**config.mk**
```make
export PLATFORM = sky130hd
export DESIGN_NAME = priority_ready_queue_scheduler
export DESIGN_NICKNAME = d
export VERILOG_FILES = /design/src/rtl/prqs_pkg.sv /design/src/rtl/prqs_ctrl.sv /design/src/rtl/prqs_dpath.sv /design/src/rtl/priority_ready_queue_scheduler.sv
export VERILOG_INCLUDE_DIRS = /design/src /design/src/rtl
export SDC_FILE = /design/constraint.sdc
export NUM_CORES = 1
export LEC_CHECK = 0
export BUFFER_PORTS_ARGS = -buffer_cell sky130_fd_sc_hd__buf_2
export CORE_MARGIN = 2
export CORE_UTILIZATION = 55
export CTS_BUF_LIST = sky130_fd_sc_hd__clkbuf_8 sky130_fd_sc_hd__clkbuf_16
export CTS_CLUSTER_DIAMETER = 60
export DETAILED_ROUTE_END_ITERATION = 7
export GPL_TIMING_DRIVEN = 0
export PLACE_DENSITY = 0.75
export SYNTH_ARGS = -nofsm -noshare
export SYNTH_HDL_FRONTEND = slang
export SYNTH_HIERARCHICAL = 1
export SYNTH_SLANG_ARGS = --single-unit
```
**constraint.sdc**
```tcl
create_clock -name clock -period 3.5 [get_ports clock]
set_clock_uncertainty 0.15 [all_clocks]
set_input_delay 0.525 -clock clock [delete_from_list [all_inputs] [get_ports clock]]
set_output_delay 0.525 -clock clock [all_outputs]
set_load 0.02 [all_outputs]
```
**src/rtl/priority_ready_queue_scheduler_defines.svh**
```systemverilog
// Assertion helpers shared by the RTL.
`ifndef PRIORITY_READY_QUEUE_SCHEDULER_DEFINES_SVH
`define PRIORITY_READY_QUEUE_SCHEDULER_DEFINES_SVH

// Same-cycle implication, masked while reset is high.
`define PRQS_ASSERT_NOW(label, clk, rst, ante, cons, msg) \
   label: assert property (@(posedge clk) disable iff (rst) (ante) |-> (cons)) \
      else $error(msg);

// Next-cycle implication, masked while reset is high.
`define PRQS_ASSERT_NEXT(label, clk, rst, ante, cons, msg) \
   label: assert property (@(posedge clk) disable iff (rst) (ante) |=> (cons)) \
      else $error(msg);

`endif

```
**src/rtl/prqs_pkg.sv**
```systemverilog
package prqs_pkg;

   localparam int ID_W   = 5;
   localparam int PRIO_W = 5;

   // ready-bit scan: lanes per group, and the index width within a group
   localparam int LANES  = 8;
   localparam int LANE_W = 3;

   typedef enum logic [1:0] {
      FUNC_ENQ_TAIL = 2'd0,
      FUNC_ENQ_HEAD = 2'd1,
      FUNC_DEQ_NEXT = 2'd2,
      FUNC_YIELD    = 2'd3
   } func_type;

   typedef enum logic [1:0] {
      STATUS_OK     = 2'd0,
      STATUS_EMPTY  = 2'd1,
      STATUS_QUEUED = 2'd2
   } status_type;

   typedef struct packed {
      func_type          func;
      logic [ID_W-1:0]   tid;
      logic [PRIO_W-1:0] priority_req;
   } req_type;

   typedef struct packed {
      logic [ID_W-1:0] chosen_id;
      logic            chosen_valid;
      status_type      status;
   } rsp_type;

   // controller -> datapath
   typedef struct packed {
      logic latch;
      logic enq_check;
      logic enq_rd;
      logic enq_wr;
      logic scan;
      logic deq_rd;
      logic deq_link;
      logic deq_wr;
      logic load_rsp;
   } cmd_type;

   // datapath -> controller
   typedef struct packed {
      logic enq_skip;
      logic deq_any;
      logic rsp_busy;
   } stat_type;

endpackage

```
**src/rtl/prqs_ctrl.sv**
```systemverilog
module prqs_ctrl (
   input  logic               clock,
   input  logic               reset,
   input  logic               req_valid,
   input  prqs_pkg::func_type req_func,
   output logic               req_ready,
   input  prqs_pkg::stat_type stat,
   output prqs_pkg::cmd_type  cmd
);
   import prqs_pkg::*;

   typedef enum logic [2:0] {
      S_IDLE,
      S_ENQ_RD,
      S_ENQ_WR,
      S_DEQ_SCAN,
      S_DEQ_RD,
      S_DEQ_LINK,
      S_DEQ_WR,
      S_DONE
   } state_type;

   state_type state_ff, state_in;
   logic      yield_ff, yield_in;
   logic      ready_ff;

   always_comb begin
      state_in = state_ff;
      yield_in = yield_ff;
      cmd      = '0;
      case (state_ff)
         S_IDLE: begin
            if (req_valid && ready_ff) begin
               cmd.latch = 1'b1;
               yield_in  = (req_func == FUNC_YIELD);
               if (req_func inside {FUNC_ENQ_TAIL, FUNC_ENQ_HEAD, FUNC_YIELD}) begin
                  state_in = S_ENQ_RD;
               end else begin
                  state_in = S_DEQ_SCAN;
               end
            end
         end
         S_ENQ_RD: begin
            if (stat.enq_skip) begin
               cmd.enq_check = 1'b1;
               state_in      = yield_ff ? S_DEQ_SCAN : S_DONE;
            end else begin
               cmd.enq_rd = 1'b1;
               state_in   = S_ENQ_WR;
            end
         end
         S_ENQ_WR: begin
            cmd.enq_wr = 1'b1;
            state_in   = yield_ff ? S_DEQ_SCAN : S_DONE;
         end
         S_DEQ_SCAN: begin
            cmd.scan = 1'b1;
            state_in = S_DEQ_RD;
         end
         S_DEQ_RD: begin
            cmd.deq_rd = 1'b1;
            state_in   = stat.deq_any ? S_DEQ_LINK : S_DONE;
         end
         S_DEQ_LINK: begin
            cmd.deq_link = 1'b1;
            state_in     = S_DEQ_WR;
         end
         S_DEQ_WR: begin
            cmd.deq_wr = 1'b1;
            state_in   = S_DONE;
         end
         S_DONE: begin
            if (!stat.rsp_busy) begin
               cmd.load_rsp = 1'b1;
               state_in     = S_IDLE;
            end
         end
         default: begin
            state_in = S_IDLE;
         end
      endcase
   end

   always_ff @(posedge clock) begin
      if (reset) begin
         state_ff <= S_IDLE;
         yield_ff <= 1'b0;
         ready_ff <= 1'b0;
      end else begin
         state_ff <= state_in;
         yield_ff <= yield_in;
         ready_ff <= (state_in == S_IDLE);
      end
   end

   assign req_ready = ready_ff;

endmodule

```
**src/rtl/prqs_dpath.sv**
```systemverilog
module prqs_dpath #(
   parameter int NUM_PRIORITIES = 32,
   parameter int NUM_THREADS    = 32
) (
   input  logic              clock,
   input  logic              reset,
   input  prqs_pkg::req_type req_data,
   input  prqs_pkg::cmd_type cmd,
   output prqs_pkg::stat_type stat,
   output logic              rsp_valid,
   input  logic              rsp_ready,
   output prqs_pkg::rsp_type rsp_data
);
   import prqs_pkg::*;

   localparam int PW = $clog2(NUM_PRIORITIES);
   localparam int TW = $clog2(NUM_THREADS);
   localparam int NG = (NUM_PRIORITIES + LANES - 1) / LANES;
   localparam int GW = (NG > 1) ? $clog2(NG) : 1;

   // latched request
   func_type      func_ff;
   logic [TW-1:0] tid_ff;
   logic          tid_ok_ff;
   logic [PW-1:0] prio_ff;
   logic [PW-1:0] prio_in;

   // queue state
   logic [NUM_PRIORITIES-1:0] ready_ff;
   logic [NUM_THREADS-1:0]    queued_ff;
   logic [TW-1:0]             head_mem [NUM_PRIORITIES];
   logic [TW-1:0]             tail_mem [NUM_PRIORITIES];
   logic [TW-1:0]             link_mem [NUM_THREADS];
   logic [TW-1:0]             head_rd_ff, tail_rd_ff, link_rd_ff;
   logic [PW-1:0]             rd_addr;

   // ready-bit scan
   logic [NG*LANES-1:0] ready_pad;
   logic [NG-1:0]       grp_any_in, grp_any_ff;
   logic [LANE_W-1:0]   grp_idx_in [NG];
   logic [LANE_W-1:0]   grp_idx_ff [NG];
   logic [GW-1:0]       g_sel;
   logic [LANE_W-1:0]   i_sel;
   logic [PW-1:0]       p_sel;

   // dequeue / result
   logic [PW-1:0] deq_prio_ff;
   logic [TW-1:0] chosen_ff;
   logic          tail_hit_ff;
   logic          valid_ff;
   status_type    status_ff;
   logic          at_head;
   logic          rsp_valid_ff;
   rsp_type       rsp_data_ff;

   assign prio_in = (int'(req_data.priority_req) >= NUM_PRIORITIES) ?
                    PW'(NUM_PRIORITIES - 1) : PW'(req_data.priority_req);
   assign at_head = (func_ff == FUNC_ENQ_HEAD);

   always_ff @(posedge clock) begin
      if (cmd.latch) begin
         func_ff   <= req_data.func;
         tid_ff    <= TW'(req_data.tid);
         tid_ok_ff <= (int'(req_data.tid) < NUM_THREADS);
         prio_ff   <= prio_in;
      end
   end

   // lowest set bit: first within groups of eight, then across groups
   assign ready_pad = (NG*LANES)'(ready_ff);

   always_comb begin
      for (int g = 0; g < NG; g++) begin
         grp_any_in[g] = |ready_pad[g*LANES +: LANES];
         grp_idx_in[g] = '0;
         for (int i = LANES - 1; i >= 0; i--) begin
            if (ready_pad[g*LANES + i]) begin
               grp_idx_in[g] = LANE_W'(i);
            end
         end
      end
   end

   always_ff @(posedge clock) begin
      if (cmd.scan) begin
         grp_any_ff <= grp_any_in;
         grp_idx_ff <= grp_idx_in;
      end
   end

   always_comb begin
      g_sel = '0;
      i_sel = '0;
      for (int g = NG - 1; g >= 0; g--) begin
         if (grp_any_ff[g]) begin
            g_sel = GW'(g);
            i_sel = grp_idx_ff[g];
         end
      end
   end

   assign p_sel   = PW'({g_sel, i_sel});
   assign rd_addr = cmd.deq_rd ? p_sel : prio_ff;

   // memories
   always_ff @(posedge clock) begin
      if (cmd.enq_rd || cmd.deq_rd) begin
         head_rd_ff <= head_mem[rd_addr];
         tail_rd_ff <= tail_mem[rd_addr];
      end
      if (cmd.deq_link) begin
         link_rd_ff <= link_mem[head_rd_ff];
      end
      if (cmd.enq_wr && (!ready_ff[prio_ff] || at_head)) begin
         head_mem[prio_ff] <= tid_ff;
      end else if (cmd.deq_wr && !tail_hit_ff) begin
         head_mem[deq_prio_ff] <= link_rd_ff;
      end
      if (cmd.enq_wr && (!ready_ff[prio_ff] || !at_head)) begin
         tail_mem[prio_ff] <= tid_ff;
      end
      if (cmd.enq_wr && ready_ff[prio_ff]) begin
         link_mem[at_head ? tid_ff : tail_rd_ff] <= at_head ? head_rd_ff : tid_ff;
      end
   end

   always_ff @(posedge clock) begin
      if (cmd.deq_rd) begin
         deq_prio_ff <= p_sel;
      end
      if (cmd.deq_link) begin
         chosen_ff   <= head_rd_ff;
         tail_hit_ff <= (tail_rd_ff == head_rd_ff);
      end
   end

   // bitmaps, item status and result register
   always_ff @(posedge clock) begin
      if (reset) begin
         ready_ff     <= '0;
         queued_ff    <= '0;
         valid_ff     <= 1'b0;
         status_ff    <= STATUS_OK;
         rsp_valid_ff <= 1'b0;
      end else begin
         if (cmd.enq_wr) begin
            ready_ff[prio_ff] <= 1'b1;
            queued_ff[tid_ff] <= 1'b1;
         end
         if (cmd.deq_wr) begin
            if (tail_hit_ff) begin
               ready_ff[deq_prio_ff] <= 1'b0;
            end
            queued_ff[chosen_ff] <= 1'b0;
            valid_ff             <= 1'b1;
         end
         if (cmd.latch) begin
            valid_ff  <= 1'b0;
            status_ff <= STATUS_OK;
         end
         if (cmd.enq_check && stat.enq_skip && tid_ok_ff) begin
            status_ff <= STATUS_QUEUED;
         end
         if (cmd.deq_rd && !stat.deq_any) begin
            status_ff <= STATUS_EMPTY;
         end
         if (cmd.load_rsp) begin
            rsp_valid_ff <= 1'b1;
         end else if (rsp_ready) begin
            rsp_valid_ff <= 1'b0;
         end
      end
   end

   always_ff @(posedge clock) begin
      if (cmd.load_rsp) begin
         rsp_data_ff.chosen_id    <= valid_ff ? ID_W'(chosen_ff) : '0;
         rsp_data_ff.chosen_valid <= valid_ff;
         rsp_data_ff.status       <= status_ff;
      end
   end

   assign stat.enq_skip = !tid_ok_ff || queued_ff[tid_ff];
   assign stat.deq_any  = |grp_any_ff;
   assign stat.rsp_busy = rsp_valid_ff && !rsp_ready;

   assign rsp_valid = rsp_valid_ff;
   assign rsp_data  = rsp_data_ff;

endmodule

```
**src/rtl/priority_ready_queue_scheduler.sv**
```systemverilog
// Channel   Ports                              Carries
// request   req_valid / req_ready / req_data   func, tid, priority_req
// response  rsp_valid / rsp_ready / rsp_data   chosen_id, chosen_valid, status
//
// Enqueue reads head/tail, then writes head/tail/link unless refused (queued already or id out
// of range); dequeue scans ready bits, reads head/tail, then if not empty reads the link and
// writes the head. Yield does both. Each loads the result, then reopens the request side.
// Synchronous active-high reset clears bitmaps and control; queue memories need no sweep.
// The result register lets the next request transfer while a result waits.

`include "priority_ready_queue_scheduler_defines.svh"

module priority_ready_queue_scheduler #(
   parameter int NUM_PRIORITIES = 32,
   parameter int NUM_THREADS    = 32
) (
   input  logic              clock,
   input  logic              reset,
   input  logic              req_valid,
   output logic              req_ready,
   input  prqs_pkg::req_type req_data,
   output logic              rsp_valid,
   input  logic              rsp_ready,
   output prqs_pkg::rsp_type rsp_data
);
   import prqs_pkg::*;

   // command and status between sequencer and datapath
   cmd_type  cmd;
   stat_type stat;

   // sequencer: walks enqueue, scan, dequeue and result phases
   prqs_ctrl u_ctrl (
      .clock     (clock),
      .reset     (reset),
      .req_valid (req_valid),
      .req_func  (req_data.func),
      .req_ready (req_ready),
      .stat      (stat),
      .cmd       (cmd)
   );

   // datapath: bitmaps, per-priority head/tail, per-thread links, result reg
   prqs_dpath #(
      .NUM_PRIORITIES (NUM_PRIORITIES),
      .NUM_THREADS    (NUM_THREADS)
   ) u_dpath (
      .clock     (clock),
      .reset     (reset),
      .req_data  (req_data),
      .cmd       (cmd),
      .stat      (stat),
      .rsp_valid (rsp_valid),
      .rsp_ready (rsp_ready),
      .rsp_data  (rsp_data)
   );

   // at most one datapath command per cycle
   `PRQS_ASSERT_NOW(a_cmd_onehot, clock, reset, 1'b1, $onehot0(cmd), "overlapping commands")
   // never overwrite a result that has not transferred
   `PRQS_ASSERT_NOW(a_load_free, clock, reset, cmd.load_rsp, !stat.rsp_busy, "result overwritten")
   // a transfer in closes the request side until the item is done
   `PRQS_ASSERT_NEXT(a_one_item, clock, reset, req_valid && req_ready, !req_ready, "second item taken")
   // a result appears only after a load
   `PRQS_ASSERT_NEXT(a_rsp_from_load, clock, reset, !rsp_valid && !cmd.load_rsp, !rsp_valid, "spurious result")

endmodule
```
==> Yosys cells after proc, flatten, opt, wreduce, memory -nomap -nowiden <==
Memory sizes are Yosys's and may differ from the RTL's. A register that Yosys moved wholly into a read port is not among the register bits.
Cells that the tools add are included.
Widths: inputs -> output; s select.
{ "totals": {"reg_bits": 120, "ram_bits": 480, "inputBits": 16, "output_inout_bits": 10, "n_memories": 3} }
{ "classes": {"n_lt_le_gt_ge": 8, "n_eq_ne": 11, "muxes": 94, "bitwise_logic": 6, "reduce_logical": 44} }
{ "memory_table": {"columns": ["memory", "depth", "word_bits", "rd", "rd_clocked_by_memory_dff", "write_ports", "line", "rtl"], "rows": [
  ["u_dpath.head_mem", 32, 5, 1, 1, 1, "prqs_dpath.sv:31", "logic [TW-1:0] head_mem [NUM_PRIORITIES];"],
  ["u_dpath.link_mem", 32, 5, 1, 1, 1, "prqs_dpath.sv:33", "logic [TW-1:0] link_mem [NUM_THREADS];"],
  ["u_dpath.tail_mem", 32, 5, 1, 1, 1, "prqs_dpath.sv:32", "logic [TW-1:0] tail_mem [NUM_PRIORITIES];"]
]} }
{ "op_table": {"columns": ["op", "n"], "rows": [
  ["$mux 32", 7],
  ["$mux 3", 24],
  ["$and 32x32->32", 2],
  ["$not 32->32", 2],
  ["$or 32x32->32", 2],
  ["$mux 1", 34],
  ["$mux 2", 17],
  ["$reduce_or 8->1", 4],
  ["$mux 5", 5],
  ["$lt 5x6->1 const B", 4],
  ["$pmux 3 s8", 1],
  ["$demux 1 s5", 4],
  ["$ge 5x1->1 const B", 4],
  ["$reduce_or 4->1", 5],
  ["$eq 3x3->1 const B", 4],
  ["$logic_and 1x1->1", 12],
  ["$reduce_or 2->1", 6],
  ["$bmux 1 s5", 2],
  ["$eq 3x2->1 const B", 2],
  ["$logic_not 3->1", 2],
  ["$reduce_bool 3->1", 2],
  ["$eq 5x5->1", 1],
  ["$logic_not 1->1", 5],
  ["$reduce_or 5->1", 1],
  ["other kinds (7)", 11]
]} }

==> Depth between registers and ports, before layout <==
{ "logic_depth": {"word_depth": 10, "mapped_depth": 13, "mapped_depth_nobuf": 8} }

==> Cells and area by module <==
The synthesis kept the hierarchy.
{ "by_module_without_submodules": {"columns": ["mod", "instances", "cells_per_inst", "area_per_inst_um2"], "rows": [
  ["prqs_dpath", 1, 1636, 25061.5],
  ["prqs_ctrl", 1, 38, 340.3]
]} }

==> Least setup slack after synthesis <==
Ideal clock, no wire load.
{ "synth_timing": {"path_type": "reg2reg", "start": "register u_ctrl.state_ff[2]", "end": "register u_dpath.head_rd_ff[2], read port of u_dpath.head_mem, data pin", "arrival_ns": 3.140, "setup_slack_ns": -0.057, "stages_incl_launch_ff": 14, "path_cell_list": "dfxtp_1 > buf_6 > nor3b_1 > nand2b_1 > a211oi_1 > or2_2 > buf_2 > buf_2 > buf_4 > buf_2 > mux2i_1 > o22ai_1 > a31oi_1 > nand4_1"} }
{ "synth_lines": {"columns": ["element", "line", "rtl"], "rows": [
  ["start: declaration", "prqs_ctrl.sv:23", "state_type state_ff, state_in;"],
  ["start signal: assignment", "prqs_ctrl.sv:90", "state_ff <= state_in;"],
  ["end: declaration", "prqs_dpath.sv:34", "logic [TW-1:0] head_rd_ff, tail_rd_ff, link_rd_ff;"]
]} }

==> Worst setup path in the final report <==
{ "layout_timing": {"start": "register u_dpath.prio_ff[2]", "end": "memory u_dpath/head_mem[28][2] (netlist bit), enable pin"} }
{ "layout_between": {"elab_chain_len": 9, "word_cells_on_any_way": 12} }
{ "layout_lines": {"columns": ["element", "line", "rtl"], "rows": [
  ["start: declaration", "prqs_dpath.sv:25", "logic [PW-1:0] prio_ff;"],
  ["start signal: assignment", "prqs_dpath.sv:65", "prio_ff <= prio_in;"],
  ["$bmux 1 s5", "prqs_dpath.sv:114", "if (cmd.enq_wr && (!ready_ff[prio_ff] || at_head)) begin"],
  ["$mux 1 (not written as such)", "prqs_dpath.sv:114", null],
  ["$logic_not 1->1", "prqs_dpath.sv:114", null],
  ["$logic_or 1x1->1", "prqs_dpath.sv:114", null],
  ["$logic_and 1x1->1", "prqs_dpath.sv:114", null],
  ["$mux 1", "prqs_dpath.sv:114", null],
  ["$mux 1 (not written as such)", "prqs_dpath.sv:117", "head_mem[deq_prio_ff] <= link_rd_ff;"],
  ["$reduce_or 5->1 (no line)", null, null],
  ["$mux 5 (no line) / $mux 1 (equally long branches)", null, null],
  ["end: declaration", "prqs_dpath.sv:31", null]
]} }
Parallel ways exist; a longest one is shown, timed or not. The select of a mux whose other input is x is not followed.

==> key figures <==
Status
  – Status: complete, but fails checks
  – Failing checks: negative setup slack

Cells and area
  – Final #Nets: 1811
  – Final instance area: 0.0291 sq mm
  – Layout cell share with drive strength beyond 1: 21.9%
  – Area grow syn2layout: 14.6%
  – # diodes: 0

Synthesis
  – EDFF count, synth: 542
  – Ys async rst share: 0%
  – Synth top area share: 64.1%
  – Register area share after synthesis: 69.8%
  – Syn_nets: 1690
  – Yosys warning total: 6
  – Ys flop type: edfxtp_1
  – Post-Synthesis Mean Instance Area: 15.2 sq um
  – Top post-synthesis cells by area: edfxtp_1 (64%), mux4_2 (7.3%), dfxtp_1 (5.8%)
  – Post-Syn Instances: 1674
  – Cell taking the most area after synthesis: edfxtp_1
  – Syn Std Cell Area: 0.0254 sq mm
  – Synth cell types: 60
  – Synth Register Bits: 615

Timing
  – Tcrit/Tclk final: 103%
  – Minimum clock period: 3.60 ns
  – Pins Over Slew Limit: 0
  – Max Fclk: 278 MHz
  – Worst-Margin Slew: 1.34 ns
  – Final Hold Vio Count: 0
  – Slew HR: 10.5%
  – Final Setup Violations: 10
  – Final setup margin: -0.0951 ns

Worst setup path
  – Critical path's largest stage delay: 0.51 ns
  – Critical Path Sink Type: register
  – Critical path arrival: 3.71 ns
  – Slowest CP cell: edfxtp_1
  – Worst EP required: 3.61 ns
  – CP max FO: 10
  – Reg2reg setup slack: -0.1 ns
  – Crit path kind: register to register
  – Startpoint types: register
  – Cell Chain, Critical Path: clkbuf_2, nor3_4, a22oi_1, nand4_4, a21boi_4, buf_4, nor4_1, a21oi_4, nor2_1

Place
  – Post-DP HPWL: 40300 um
  – Placed cell area: 0.0263 sq mm
  – Port Buffers: 25
  – Routability-driven placement congestion ratio: 0.916

Routing
  – WL per Instance: 25.9 um
  – Initial DRC Count: 2265
  – WL final: 63200 um
  – Post-DRT Antenna Nets: 0
  – DRC Markers: 0
  – Top Layer Used: met4
  – Vias: 16000
  – Met3 WL: 6610 um
  – Post-DR vias/cell: 6.55
  – Met1 Wirelength: 24400 um
  – Met2 WL post-DR: 29900 um
  – DR pass1 iterations: 8

Pwr
  – Sw Share: 28.8%
  – Clock power frac: 32.0%
  – Leakage power: 9.45 nW
  – Reg power frac: 45.1%
  – Peak supply drop: 0.509 mV
  – P_int: 13.5 mW
  – Pwr Total: 18.9 mW
  – Combinational Power Share: 22.9%
  – Switching pwr: 5.46 mW
  – Power density over the cells: 651 mW/mm^2

Clock tree
  – Clock sinks: 615
  – Clock transition at the registers of the reported paths: 0.06 ns
  – Total CTS buffers: 59
  – Root buf cell: clkbuf_16
  – CTS tree: done
  – Clk buf depth: 3
  – H-tree Lvls: 2
  – Worst-skew pair later-pin latency: 0.62 ns

Floorplanning
  – Core footprint: 0.0455 sq mm
  – Die ar.: 0.0479 sq mm
  – Die X: 219 um
  – Die Height: 219 um
  – Initial core utilization: 55.9%
  – Cell row count: 78
  – IO Count: 26

Global routing
  – Total grt overflow: 0
  – First-pass GRT wire length: 93500 um
  – Number of global-route vias before repair: 15600
  – Largest net degree at the start of global routing: 35
  – GRT Resource Usage Total: 26.4%
  – Initial antenna violation count: 0

Worst hold path
  – Min-Delay Path Class: input pin to register

Job
  – Max Cap Viol: 0
-- kinds of logic (layout without fill, tap and decap cells) --
kind of cell	Yosys count	in the layout	share of synthesized area [%]
AOI/OAI and AO/OA	292	292	7.58
xor gates and xnor gates	5	5	0.172
buffers and inverters	102	270	1.85
DFF	615	615	69.8
muxes	187	187	11.6
and+or+nand+nor	473	473	8.96
-- worst max-delay path: cells and delay by family, from the launching register on --
family / cells / cell delay (ns)
AOI/OAI and AO/OA: 3 / 0.49
DFF: 1 / 0.51
and+or+nand+nor: 4 / 1.56
buffers and inverters: 2 / 0.52
-- per-stage QoR --
step                setup WS, ns  setup TNS, ns  util [%]  hold slack [ns]  std cells
floorplan                  0.306              0         -            0.258       1674
global placement           -1.40        -207.61      57.8            0.287       2299
detailed placement         -1.42        -286.83      57.8            0.297       2300
CTS                      -0.0554          -6.01      63.3           0.0581       2434
global route              -0.147          -1.66      64.0            0.105       2442
finish                   -0.0951         -0.861      64.0           0.0752       2442
-- synthesized netlist by cell type (all sizes together) (10+ instances only) --
master	count
dfxtp	73
nor2b	13
and2	18
clkbuf	53
nand3	33
a22oi	27
buf	40
a211oi	79
mux4	82
mux2i	63
nor4b	10
and3b	11
nor3b	23
edfxtp	542
o22ai	26
nor4	11
nor3	28
a31oi	13
nand2	129
mux2	42
nor2	162
a21oi	111
-- path summary, 6_finish.rpt --
check	startpoint	endpoint	cells past startpoint
min reg2reg	u_dpath/status_ff[0]	u_dpath/rsp_data[0]	0
max	u_dpath/prio_ff[2]	u_dpath/head_mem[28][2]	9
min	rsp_ready	u_dpath/rsp_valid	4
max reg2reg	u_dpath/prio_ff[2]	u_dpath/head_mem[28][2]	9
-- state kept, by name, indices dropped and copies added, names as in the netlist, 8 cells and up --
signal	cells
u_dpath/head_mem	160
u_dpath/queued_ff	32
u_dpath/rsp_data	8
u_dpath/ready_ff	32
u_dpath/tail_mem	160
u_dpath/link_mem	160
u_dpath/grp_idx_ff	12
-- final cells by class --
type / count / area (sq um)
well taps: 600 / 751
repair buffers: 64 / 495
fillers: 3177 / 16400
multi-input cells: 957 / 7700
flip-flops and latches: 615 / 17700
plain buffers: 89 / 551
clock buffers: 61 / 1530
clock inverters: 47 / 312
inverters: 9 / 33.8
-- placed cells by master (no fill, tap or decap), types with 24 or more instances in the layout --
cell / instances
edfxtp_1: 542
nor2_2: 36
o22ai_1: 24
clkbuf_1: 34
mux2_2: 37
mux4_2: 82
buf_2: 32
mux2i_1: 54
dfxtp_1: 71
nor3_1: 27
nor2_1: 125
nand3_1: 33
nand2_1: 122
a211oi_1: 74
buf_4: 29
a21oi_1: 108
clkbuf_16: 61
a22oi_1: 24
-- power groups by stage --
stage | registers (mW) | clock network [mW] | logic (mW)
final | 8.55 | 6.07 | 4.34
after global routing | 8.56 | 6.44 | 4.56
after CTS | 8.55 | 6.11 | 4.09
after detailed placement | 8.74 | 0 | 3.74
after global placement | 8.73 | 0 | 3.66
after floorplan | 8.65 | 0 | 2.54
-- repair_timing --
action / 4_1_cts / 5_1_grt
endpoints found under the hold margin: 15 / 0
endpoints found under the setup margin: 710 / 473
pin swaps: 5 / 8
setup buffers: 13 / 12
hold buffers: 13 / 0
gates resized for setup: 109 / 62
-- routing by layer --
| layer | track usage, % | vias to the layer above |
|---|---|---|
| li1 | - | 6823 |
| met1 | 36.7 | 8003 |
| met2 | 41.1 | 982 |
| met3 | 5.71 | 185 |
| met4 | 10.2 | 0 |
| met5 | 0 | - |
Note: power is estimated with default switching activity, not from simulation.
